**src/rtl/pss_pkg.sv**
```systemverilog
// Package for the periodic sterilize sequencer: item, state and register
// structs, the one-hot phase encoding and the register index codes.
// No dependencies.
`default_nettype none

package pss_pkg;

  localparam int unsigned IN_TDATA_W  = 32;
  localparam int unsigned OUT_TDATA_W = 56;

  // Register indexes on the configuration port.
  localparam logic [2:0] CFG_SCHEDULE_ENABLE = 3'd0;
  localparam logic [2:0] CFG_START_HOUR      = 3'd1;
  localparam logic [2:0] CFG_START_MINUTE    = 3'd2;
  localparam logic [2:0] CFG_DAYS_PER_CYCLE  = 3'd3;
  localparam logic [2:0] CFG_POWER_ON_DAYS   = 3'd4;
  localparam logic [2:0] CFG_READY_TIMEOUT   = 3'd5;

  localparam logic        RST_SCHEDULE_ENABLE = 1'b0;
  localparam logic [4:0]  RST_START_HOUR      = 5'd2;
  localparam logic [5:0]  RST_START_MINUTE    = 6'd0;
  localparam logic [7:0]  RST_DAYS_PER_CYCLE  = 8'd3;
  localparam logic [7:0]  RST_POWER_ON_DAYS   = 8'd2;
  localparam logic [15:0] RST_READY_TIMEOUT   = 16'd12000;

  // Clock times are compared as hour * 100 + minute.
  localparam logic [11:0] HOUR_WEIGHT = 12'd100;

  // Numeric mode codes as seen on the result channel.
  localparam logic [2:0] MODE_CODE_IDLE     = 3'd0;
  localparam logic [2:0] MODE_CODE_PREPARE  = 3'd1;
  localparam logic [2:0] MODE_CODE_PREHEAT  = 3'd2;
  localparam logic [2:0] MODE_CODE_HOT_FILL = 3'd3;
  localparam logic [2:0] MODE_CODE_HOT_WAIT = 3'd4;
  localparam logic [2:0] MODE_CODE_FINISH   = 3'd5;

  typedef enum logic [5:0] {
    MODE_IDLE     = 6'b000001,
    MODE_PREPARE  = 6'b000010,
    MODE_PREHEAT  = 6'b000100,
    MODE_HOT_FILL = 6'b001000,
    MODE_HOT_WAIT = 6'b010000,
    MODE_FINISH   = 6'b100000
  } mode_t;

  typedef struct packed {
    logic        schedule_enable;
    logic [4:0]  start_hour;
    logic [5:0]  start_minute;
    logic [7:0]  days_per_cycle;
    logic [7:0]  power_on_days;
    logic [15:0] ready_timeout;
  } cfg_t;

  typedef struct packed {
    logic       tray_at_throw;
    logic       phase_done;
    logic       first_hot_draw;
    logic [6:0] busy_mask;
    logic       filters_fitted;
    logic       cover_closed;
    logic       sterilize_inhibit;
    logic       setup_done;
    logic [5:0] clock_minute;
    logic [4:0] clock_hour;
  } in_item_t;

  typedef struct packed {
    logic        ice_ir_request;
    logic        warning_beep;
    logic        tray_down;
    logic        door_close;
    logic [31:0] run_ticks;
    logic [7:0]  day_count;
    logic        armed;
    logic        phase_entered;
    logic [2:0]  mode;
  } out_item_t;

  typedef struct packed {
    mode_t       mode;
    logic        start_latched;
    logic        ready_flag;
    logic        minute_seen;
    logic [7:0]  days_counted;
    logic [15:0] ready_wait;
    logic [31:0] active_ticks;
  } seq_state_t;

  function automatic logic [2:0] mode_code(mode_t m);
    logic [2:0] code;
    unique case (m)
      MODE_IDLE:     code = MODE_CODE_IDLE;
      MODE_PREPARE:  code = MODE_CODE_PREPARE;
      MODE_PREHEAT:  code = MODE_CODE_PREHEAT;
      MODE_HOT_FILL: code = MODE_CODE_HOT_FILL;
      MODE_HOT_WAIT: code = MODE_CODE_HOT_WAIT;
      MODE_FINISH:   code = MODE_CODE_FINISH;
      default:       code = MODE_CODE_IDLE;
    endcase
    return code;
  endfunction

endpackage

`default_nettype wire

```
**src/rtl/periodic_sterilize_sequencer_core.sv**
```systemverilog
// Top level of the periodic sterilize sequencer: input register, sequencer
// state, result register. Uses pss_pkg, pss_cfg_regs and pss_step_logic.
//
//   channel  direction  handshake              payload
//   in_      slave      in_tvalid / in_tready  in_tdata[31:0], one tick
//   out_     master     out_tvalid / out_tready out_tdata[55:0], one result
//   cfg_     slave      cfg_valid / cfg_ready  cfg_index[2:0], cfg_data[15:0]
//
// Each tick passes through the input register, then the result register; one
// tick is accepted every cycle unless the result stalls, and the state update
// is a single combinational pass between the input and result registers.
// Reset is synchronous; it clears the sequencer state, the valid flags and
// loads the register reset values. cfg_ready is always high.
// A stalled result holds the input register, and in_tready drops only then.
`default_nettype none

module periodic_sterilize_sequencer_core import pss_pkg::*; (
  input  wire logic                   clk,
  input  wire logic                   rst_n,
  input  wire logic                   in_tvalid,
  output logic                        in_tready,
  // clock_hour[4:0], clock_minute[10:5], setup_done[11], sterilize_inhibit[12],
  // cover_closed[13], filters_fitted[14], busy_mask[21:15], first_hot_draw[22],
  // phase_done[23], tray_at_throw[24], zero[31:25]
  input  wire logic [IN_TDATA_W-1:0]  in_tdata,
  output logic                        out_tvalid,
  input  wire logic                   out_tready,
  // mode[2:0], phase_entered[3], armed[4], day_count[12:5], run_ticks[44:13],
  // door_close[45], tray_down[46], warning_beep[47], ice_ir_request[48],
  // zero[55:49]
  output logic [OUT_TDATA_W-1:0]      out_tdata,
  input  wire logic                   cfg_valid,
  output logic                        cfg_ready,
  input  wire logic [2:0]             cfg_index,
  input  wire logic [15:0]            cfg_data
);

  cfg_t       cfg;
  in_item_t   in_r;
  logic       in_valid_r;
  seq_state_t st_r, st_nxt;
  out_item_t  out_r, res;
  logic       out_valid_r;
  logic       advance;

  pss_cfg_regs u_cfg (
    .clk       (clk),
    .rst_n     (rst_n),
    .cfg_valid (cfg_valid),
    .cfg_ready (cfg_ready),
    .cfg_index (cfg_index),
    .cfg_data  (cfg_data),
    .cfg       (cfg)
  );

  pss_step_logic u_step (
    .st     (st_r),
    .cfg    (cfg),
    .it     (in_r),
    .st_nxt (st_nxt),
    .res    (res)
  );

  // A registered tick moves on when the result register is free or drains.
  assign advance    = in_valid_r && (!out_valid_r || out_tready);
  assign in_tready  = !in_valid_r || advance;
  assign out_tvalid = out_valid_r;
  assign out_tdata  = {{(OUT_TDATA_W - $bits(out_item_t)){1'b0}}, out_r};

  always_ff @(posedge clk) begin
    if (!rst_n) begin
      in_valid_r <= 1'b0;
    end else if (in_tready) begin
      in_valid_r <= in_tvalid;
    end
  end

  always_ff @(posedge clk) begin
    if (in_tready && in_tvalid) begin
      in_r <= in_tdata[$bits(in_item_t)-1:0];
    end
  end

  always_ff @(posedge clk) begin
    if (!rst_n) begin
      st_r.mode          <= MODE_IDLE;
      st_r.start_latched <= 1'b0;
      st_r.ready_flag    <= 1'b0;
      st_r.minute_seen   <= 1'b0;
      st_r.days_counted  <= 8'd0;
      st_r.ready_wait    <= 16'd0;
      st_r.active_ticks  <= 32'd0;
    end else if (advance) begin
      st_r <= st_nxt;
    end
  end

  always_ff @(posedge clk) begin
    if (!rst_n) begin
      out_valid_r <= 1'b0;
    end else if (advance) begin
      out_valid_r <= 1'b1;
    end else if (out_tready) begin
      out_valid_r <= 1'b0;
    end
  end

  always_ff @(posedge clk) begin
    if (advance) begin
      out_r <= res;
    end
  end

`ifndef SYNTHESIS
  a_mode_onehot: assert property (@(posedge clk) disable iff (!rst_n)
    $onehot(st_r.mode))
    else $error("sequencer mode register is not one-hot");

  a_entered_not_idle: assert property (@(posedge clk) disable iff (!rst_n)
    out_valid_r && out_r.phase_entered |-> out_r.mode != MODE_CODE_IDLE)
    else $error("phase entered while reporting idle");

  a_beep_ends_cycle: assert property (@(posedge clk) disable iff (!rst_n)
    out_valid_r && out_r.warning_beep |-> out_r.ice_ir_request)
    else $error("warning beep without end of cycle");

  a_door_starts_prepare: assert property (@(posedge clk) disable iff (!rst_n)
    advance && res.door_close |=>
      out_r.phase_entered && out_r.mode == MODE_CODE_PREPARE && st_r.start_latched)
    else $error("door close without entering the prepare phase");
`endif

endmodule

`default_nettype wire

```
**src/rtl/pss_cfg_regs.sv**
```systemverilog
// Configuration register file of the periodic sterilize sequencer.
// Depends on pss_pkg for the register struct, indexes and reset values.
`default_nettype none

module pss_cfg_regs import pss_pkg::*; (
  input  wire logic        clk,
  input  wire logic        rst_n,
  input  wire logic        cfg_valid,
  output logic             cfg_ready,
  input  wire logic [2:0]  cfg_index,
  input  wire logic [15:0] cfg_data,
  output cfg_t             cfg
);

  cfg_t cfg_r;

  assign cfg_ready = 1'b1;
  assign cfg       = cfg_r;

  always_ff @(posedge clk) begin
    if (!rst_n) begin
      cfg_r.schedule_enable <= RST_SCHEDULE_ENABLE;
      cfg_r.start_hour      <= RST_START_HOUR;
      cfg_r.start_minute    <= RST_START_MINUTE;
      cfg_r.days_per_cycle  <= RST_DAYS_PER_CYCLE;
      cfg_r.power_on_days   <= RST_POWER_ON_DAYS;
      cfg_r.ready_timeout   <= RST_READY_TIMEOUT;
    end else if (cfg_valid && cfg_ready) begin
      // Writes to unused indexes are accepted and dropped.
      unique case (cfg_index)
        CFG_SCHEDULE_ENABLE: cfg_r.schedule_enable <= cfg_data[0];
        CFG_START_HOUR:      cfg_r.start_hour      <= cfg_data[4:0];
        CFG_START_MINUTE:    cfg_r.start_minute    <= cfg_data[5:0];
        CFG_DAYS_PER_CYCLE:  cfg_r.days_per_cycle  <= cfg_data[7:0];
        CFG_POWER_ON_DAYS:   cfg_r.power_on_days   <= cfg_data[7:0];
        CFG_READY_TIMEOUT:   cfg_r.ready_timeout   <= cfg_data;
        default: ;
      endcase
    end
  end

endmodule

`default_nettype wire

```
**src/rtl/pss_step_logic.sv**
```systemverilog
// One tick of the sterilize sequencer: next state and result from the
// current state, the registered tick and the configuration. Uses pss_pkg.
`default_nettype none

module pss_step_logic import pss_pkg::*; (
  input  wire seq_state_t st,
  input  wire cfg_t       cfg,
  input  wire in_item_t   it,
  output seq_state_t      st_nxt,
  output out_item_t       res
);

  always_comb begin
    mode_t       m;
    logic        latched, rdy, seen, entered, go;
    logic        p_tray, p_ir, p_beep, p_door;
    logic        guards_ok, abort;
    logic [7:0]  days, days_inc;
    logic [15:0] wait_cnt;
    logic [31:0] ticks;
    logic [11:0] now_val, sched_val;

    m        = st.mode;
    latched  = st.start_latched;
    rdy      = st.ready_flag;
    seen     = st.minute_seen;
    days     = st.days_counted;
    wait_cnt = st.ready_wait;
    entered  = 1'b0;
    go       = 1'b0;
    p_tray   = 1'b0;
    p_ir     = 1'b0;
    p_beep   = 1'b0;
    p_door   = 1'b0;
    days_inc = 8'd0;

    guards_ok = !it.sterilize_inhibit && it.cover_closed && it.filters_fitted;
    abort     = !guards_ok;
    now_val   = 12'(it.clock_hour) * HOUR_WEIGHT + 12'(it.clock_minute);
    sched_val = 12'(cfg.start_hour) * HOUR_WEIGHT + 12'(cfg.start_minute);

    // Guard faults end a running cycle; only cover and filter faults beep.
    if (m != MODE_IDLE && abort) begin
      latched = 1'b0;
      m       = MODE_IDLE;
      p_tray  = !it.tray_at_throw;
      p_ir    = 1'b1;
      p_beep  = !it.cover_closed || !it.filters_fitted;
    end

    ticks = (m != MODE_IDLE) ? st.active_ticks + 32'd1 : 32'd0;

    unique case (m)
      MODE_IDLE: begin
        if (!cfg.schedule_enable || !it.setup_done) begin
          rdy      = 1'b0;
          wait_cnt = 16'd0;
          seen     = 1'b0;
          days     = cfg.power_on_days;
        end else begin
          if (now_val == sched_val) begin
            if (!seen) begin
              days_inc = (days == 8'hFF) ? 8'hFF : days + 8'd1;
              seen     = 1'b1;
              days     = (days_inc >= cfg.days_per_cycle) ? cfg.days_per_cycle
                                                          : days_inc;
            end
            if (guards_ok && days >= cfg.days_per_cycle) begin
              rdy = 1'b1;
            end
          end else begin
            seen = 1'b0;
          end
          if (rdy) begin
            if (guards_ok && it.busy_mask == 7'd0 && !it.first_hot_draw) begin
              latched = 1'b1;
              rdy     = 1'b0;
              p_door  = 1'b1;
            end else begin
              wait_cnt = wait_cnt + 16'd1;
              if (wait_cnt >= cfg.ready_timeout) begin
                // The armed cycle gives up; tray and ice IR are requested as at a normal end.
                wait_cnt = 16'd0;
                rdy      = 1'b0;
                latched  = 1'b0;
                p_tray   = p_tray || !it.tray_at_throw;
                p_ir     = 1'b1;
              end
            end
          end else begin
            wait_cnt = 16'd0;
          end
        end
        go = latched;
        if (it.first_hot_draw) begin
          latched = 1'b0;
          rdy     = 1'b0;
          go      = 1'b0;
        end
        if (go) begin
          m       = MODE_PREPARE;
          entered = 1'b1;
        end
      end
      MODE_PREPARE: begin
        if (it.phase_done) begin
          m       = MODE_PREHEAT;
          entered = 1'b1;
        end
      end
      MODE_PREHEAT: begin
        if (it.phase_done) begin
          m       = MODE_HOT_FILL;
          entered = 1'b1;
        end
      end
      MODE_HOT_FILL: begin
        if (it.phase_done) begin
          m       = MODE_HOT_WAIT;
          entered = 1'b1;
        end
      end
      MODE_HOT_WAIT: begin
        if (it.phase_done) begin
          m       = MODE_FINISH;
          entered = 1'b1;
        end
      end
      MODE_FINISH: begin
        if (it.phase_done) begin
          latched = 1'b0;
          m       = MODE_IDLE;
          p_tray  = !it.tray_at_throw;
          p_ir    = 1'b1;
          if (days >= cfg.days_per_cycle) begin
            days = 8'd0;
          end
        end
      end
      default: m = MODE_IDLE;
    endcase

    st_nxt.mode          = m;
    st_nxt.start_latched = latched;
    st_nxt.ready_flag    = rdy;
    st_nxt.minute_seen   = seen;
    st_nxt.days_counted  = days;
    st_nxt.ready_wait    = wait_cnt;
    st_nxt.active_ticks  = ticks;

    res.mode           = mode_code(m);
    res.phase_entered  = entered;
    res.armed          = rdy;
    res.day_count      = days;
    res.run_ticks      = ticks;
    res.door_close     = p_door;
    res.tray_down      = p_tray;
    res.warning_beep   = p_beep;
    res.ice_ir_request = p_ir;
  end

endmodule

`default_nettype wire
```
**config.mk**
```make
export PLATFORM = sky130hd
export DESIGN_NAME = periodic_sterilize_sequencer_core
export DESIGN_NICKNAME = d
export VERILOG_FILES = /design/src/rtl/pss_pkg.sv /design/src/rtl/periodic_sterilize_sequencer_core.sv /design/src/rtl/pss_cfg_regs.sv /design/src/rtl/pss_step_logic.sv
export SDC_FILE = /design/constraint.sdc
export NUM_CORES = 1
export LEC_CHECK = 0
export BUFFER_PORTS_ARGS = -buffer_cell sky130_fd_sc_hd__buf_2
export CORE_UTILIZATION = 36
export CTS_BUF_LIST = sky130_fd_sc_hd__clkbuf_4 sky130_fd_sc_hd__clkbuf_8
export DETAILED_ROUTE_END_ITERATION = 6
export PLACE_DENSITY = 0.55
export SLEW_MARGIN = 20
export SYNTH_ARGS = -nofsm -noshare
export SYNTH_HDL_FRONTEND = slang
export SYNTH_SLANG_ARGS = --single-unit
```
**constraint.sdc**
```tcl
create_clock -name clk -period 6.32 [get_ports clk]
set_clock_uncertainty 0.15 [all_clocks]
set_input_delay 0.948 -clock clk [delete_from_list [all_inputs] [get_ports clk]]
set_output_delay 0.948 -clock clk [all_outputs]
set_load 0.005 [all_outputs]
```
==> summary.txt <==
GRT
  – GRT Total Usage: 16.8%
  – Grt total ovfl: 0
  – Initial antenna violation count: 0
  – Vias in the first global route: approximately 8000
  – First-pass GRT wire length: 40.7 mm
  – Pin count of the biggest net entering global routing: roughly 50

Die
  – Die width: 173 um
  – Core area: between 0.02 and 0.03 mm^2
  – Row count: 62
  – Initial core utilization: a little under two fifths
  – Num ports: about 120
  – Die ar.: between 0.02 and 0.03 mm^2
  – Die height: about 170 um

Clocking
  – # resized after CTS: 0
  – Hold-fix buffers, CTS: 0
  – Cts bufs inserted: 17
  – Sink Count: 185
  – TritonCTS clock tree: yes
  – Postcts setup bufs: 0
  – CTS max path bufs: 2
  – H-tree depth: 4
  – CTS root buf: clkbuf_8
  – Worst-path clk slew: 0.11 ns
  – Clk_lat worst skew: approximately 0.47 ns

Finish
  – Area Overhead vs Synth: 12.0%
  – Filler instances: 2953
  – Share of cells above drive strength 1: between 10 and 15%
  – Nets: 1387
  – Most frequent cells in the layout: 172 x nand2_1, 111 x dfxtp_1, 109 x nor2_1
  – Most common cell after layout, fill and taps aside: nand2_1
  – # diodes: 0
  – Design area: roughly 0.012 mm^2

Placement
  – Routability cong.: approximately 0.82
  – Port Buffers: 99
  – DP Wirelength: 17.7 mm
  – Dpl cell area: 0.0114 mm^2

Routing
  – Routed len/inst: approximately 15 um
  – DR iter-0 viols: slightly below 500
  – DR vias: between 8000 and 9000
  – Vias/cell: between 5 and 6
  – DRT Wirelength: around 24 mm
  – Post-DRT Antenna Nets: 0
  – DRT Pass-1 Iters: 5
  – Residual DRC: 0

STA
  – RSZ-0062 raised after global routing: false
  – Crit share post-route: 91.5%
  – Slew Limit Fails: 0
  – Final Hold Vio Count: 0
  – Max Fclk: 0.173 GHz
  – Setup-failing EPs final: 0
  – Worst slew margin: between 20% and 30%
  – Final worst path period need: roughly 5.8 ns
  – Worst slew pin tran: 1.06 ns
  – Fin Setup TNS: 0 ns

Worst hold path
  – Worst Hold Path EP: st_r[18]
  – Worst hold stages: 2
  – Worst hold path class: reg -> reg
  – Worst hold start: st_r[18]

Synthesis
  – Cell variety after synth: 76
  – Main area contributors after synthesis: dfxtp_1 21%, edfxtp_1 21%, ha_1 10%
  – Yosys warns: 0
  – Avg Cell Area, Syn: 9.04 um^2
  – Post-synth top area share: a little over a fifth
  – FF+latch count, synth: around 190
  – Mapped Area: roughly 0.011 mm^2
  – Synth Instances: around 1200
  – Fraction of synthesis flops using an asynchronous set or reset pin: 0%
  – Sequential fraction of the synthesis area: a little over two fifths
  – Post-synth EDFFs: 74
  – Top_reg_cell synth: dfxtp_1
  – Biggest area consumer among synthesized cells: dfxtp_1

Critical path
  – Reg2reg start: st_r[50]
  – Worst setup path startpoint: st_r[50]
  – Worst Path Buf+Inv: 2
  – CP delay by family, top: compound AO/OA/AOI/OAI gates
  – Critical Path RT: approximately 6.5 ns
  – Slack of the worst reg-to-reg path: between 0.5 and 0.6 ns
  – CP Data Arrival Time: between 5 and 6 ns
  – Worst-case reg-to-reg path depth: 22
  – Critical path class: reg -> reg
  – Critical path, cell by cell: and4_1 > nand4_1 > nand2_1 > ha_1 > a2111oi_0 > nand2b_1 > o21ai_0 > buf_4 > nor2_1 > a211oi_1 > nor2_1 > ha_1 > nand2b_1 > a21o_1 > a21oi_1 > o21ai_0 > o2111ai_1 > or4_4 > a21oi_4 > o21ai_2 > buf_4 > o21ai_2
  – Type of origin of the critical path: flip-flop
  – Reg2Reg Capture Point: st_r[34]
  – Crit path max fanout: 16
  – CP peak stage delay: between 0.6 and 0.7 ns
  – CP endpoint kind: flip-flop
  – Slowest-stage cell, CP: o21ai_2

Power and ir drop
  – LEAKAGE: approximately 4.6 nW
  – Power Density: slightly above 200 mW/mm^2
  – Max rail drop VDD: between 0.1 and 0.15 mV

Run
  – Max Cap Violations: 0

Outcome
  – Status: finished, final reports clean
[synthesized netlist by cell type, drive strengths merged, types with 5 or more instances]
| library cell | number |
|---|---|
| nor2 | 111 |
| edfxtp | 74 |
| or3 | 5 |
| o21bai | 9 |
| o221ai | 8 |
| and3 | 12 |
| a211oi | 7 |
| and2 | 9 |
| buf | 15 |
| or2 | 7 |
| and4 | 5 |
| clkbuf | 42 |
| nor3 | 16 |
| inv | 64 |
| nand3 | 52 |
| nor4 | 7 |
| mux2i | 18 |
| a21oi | 86 |
| o21ai | 47 |
| a22oi | 10 |
| ha | 84 |
| nand2 | 173 |
| nand2b | 10 |
| nand4 | 16 |
| a21o | 10 |
| xnor2 | 35 |
| o2bb2ai | 7 |
| a31o | 6 |
| o211ai | 14 |
| nand3b | 7 |
| dfxtp | 111 |
| xor2 | 30 |
[how the worst max path moves through the flow]
stage                   end  slack, ns  cells after the start
2_1_floorplan  out_tdata[3]       1.18                     22
3_3_place_gp       st_r[34]       0.73                     22
3_5_place_dp       st_r[34]       0.63                     20
4_1_cts            st_r[34]       0.59                     22
5_1_grt            st_r[34]       0.06                     22
6_report           st_r[34]       0.54                     22
[cells by family after synthesis]
logic type               count (synthesis)  synth area share [%]
multiplexers                            18                  1.71
AND/OR/NAND/NOR                        447                  19.7
AO/OA/AOI/OAI                          235                  14.6
buffers and inverters                  121                  4.74
flip-flops                             185                  42.2
adder cells (fa/ha/maj)                 88                  10.7
XOR/XNOR                                69                  6.26
other                                    2                0.0713
[power by group]
part           total [mW]  switching, mW  internal [mW]
clock               0.868          0.492          0.376
combinational       0.276          0.159          0.117
sequential           1.29         0.0184           1.27
[state kept, by name, indices dropped and copies added (netlist names)]
| signal | flops |
|---|---|
| st_r | 65 |
| out_tdata | 49 |
| in_valid_r | 1 |
| out_tvalid | 1 |
| u_cfg.cfg | 44 |
| in_r | 25 |
[tightest hold or removal path: cells and delay by family (launching register included)]
kind	cells	cell delay [ns]
and+or+nand+nor	1	0.05
AOI/OAI and AO/OA	1	0.05
DFF	1	0.33
[stage by stage]
stage          hold slack, ns  util (%)  power (mW)  cells  setup slack [ns]
6_report                0.315      41.1        2.43   1640             0.540
5_1_grt                 0.333      41.1        2.54   1640            0.0587
4_1_cts                 0.315      41.1        2.47   1640             0.593
3_5_place_dp            0.301      39.6        1.60   1608             0.635
3_3_place_gp            0.295      39.6        1.59   1608             0.730
2_1_floorplan           0.286         -        1.51   1171              1.18
[final cells by class]
class	instances	area [um^2]	share of cell area, %
Multi-Input combinational cell	865	5610	47.6
Sequential cell	185	4440	37.7
Timing Repair Buffer	110	578	4.90
Tap cell	384	480	4.08
Inverter	64	240	2.04
Clock buffer	17	234	1.98
Clock inverter	15	203	1.72
[per-layer routing]
| metal | up-vias | GRT usage [%] | routed length (um) |
|---|---|---|---|
| met5 | - | 0 | 0 |
| met4 | 0 | 4.24 | 320 |
| met3 | 24 | 2.59 | 892 |
| met2 | 167 | 27.7 | 11300 |
| met1 | 3931 | 22.9 | 11900 |
| li1 | 4254 | - | - |
No activity file was read; power rests on OpenSTA's default activity.
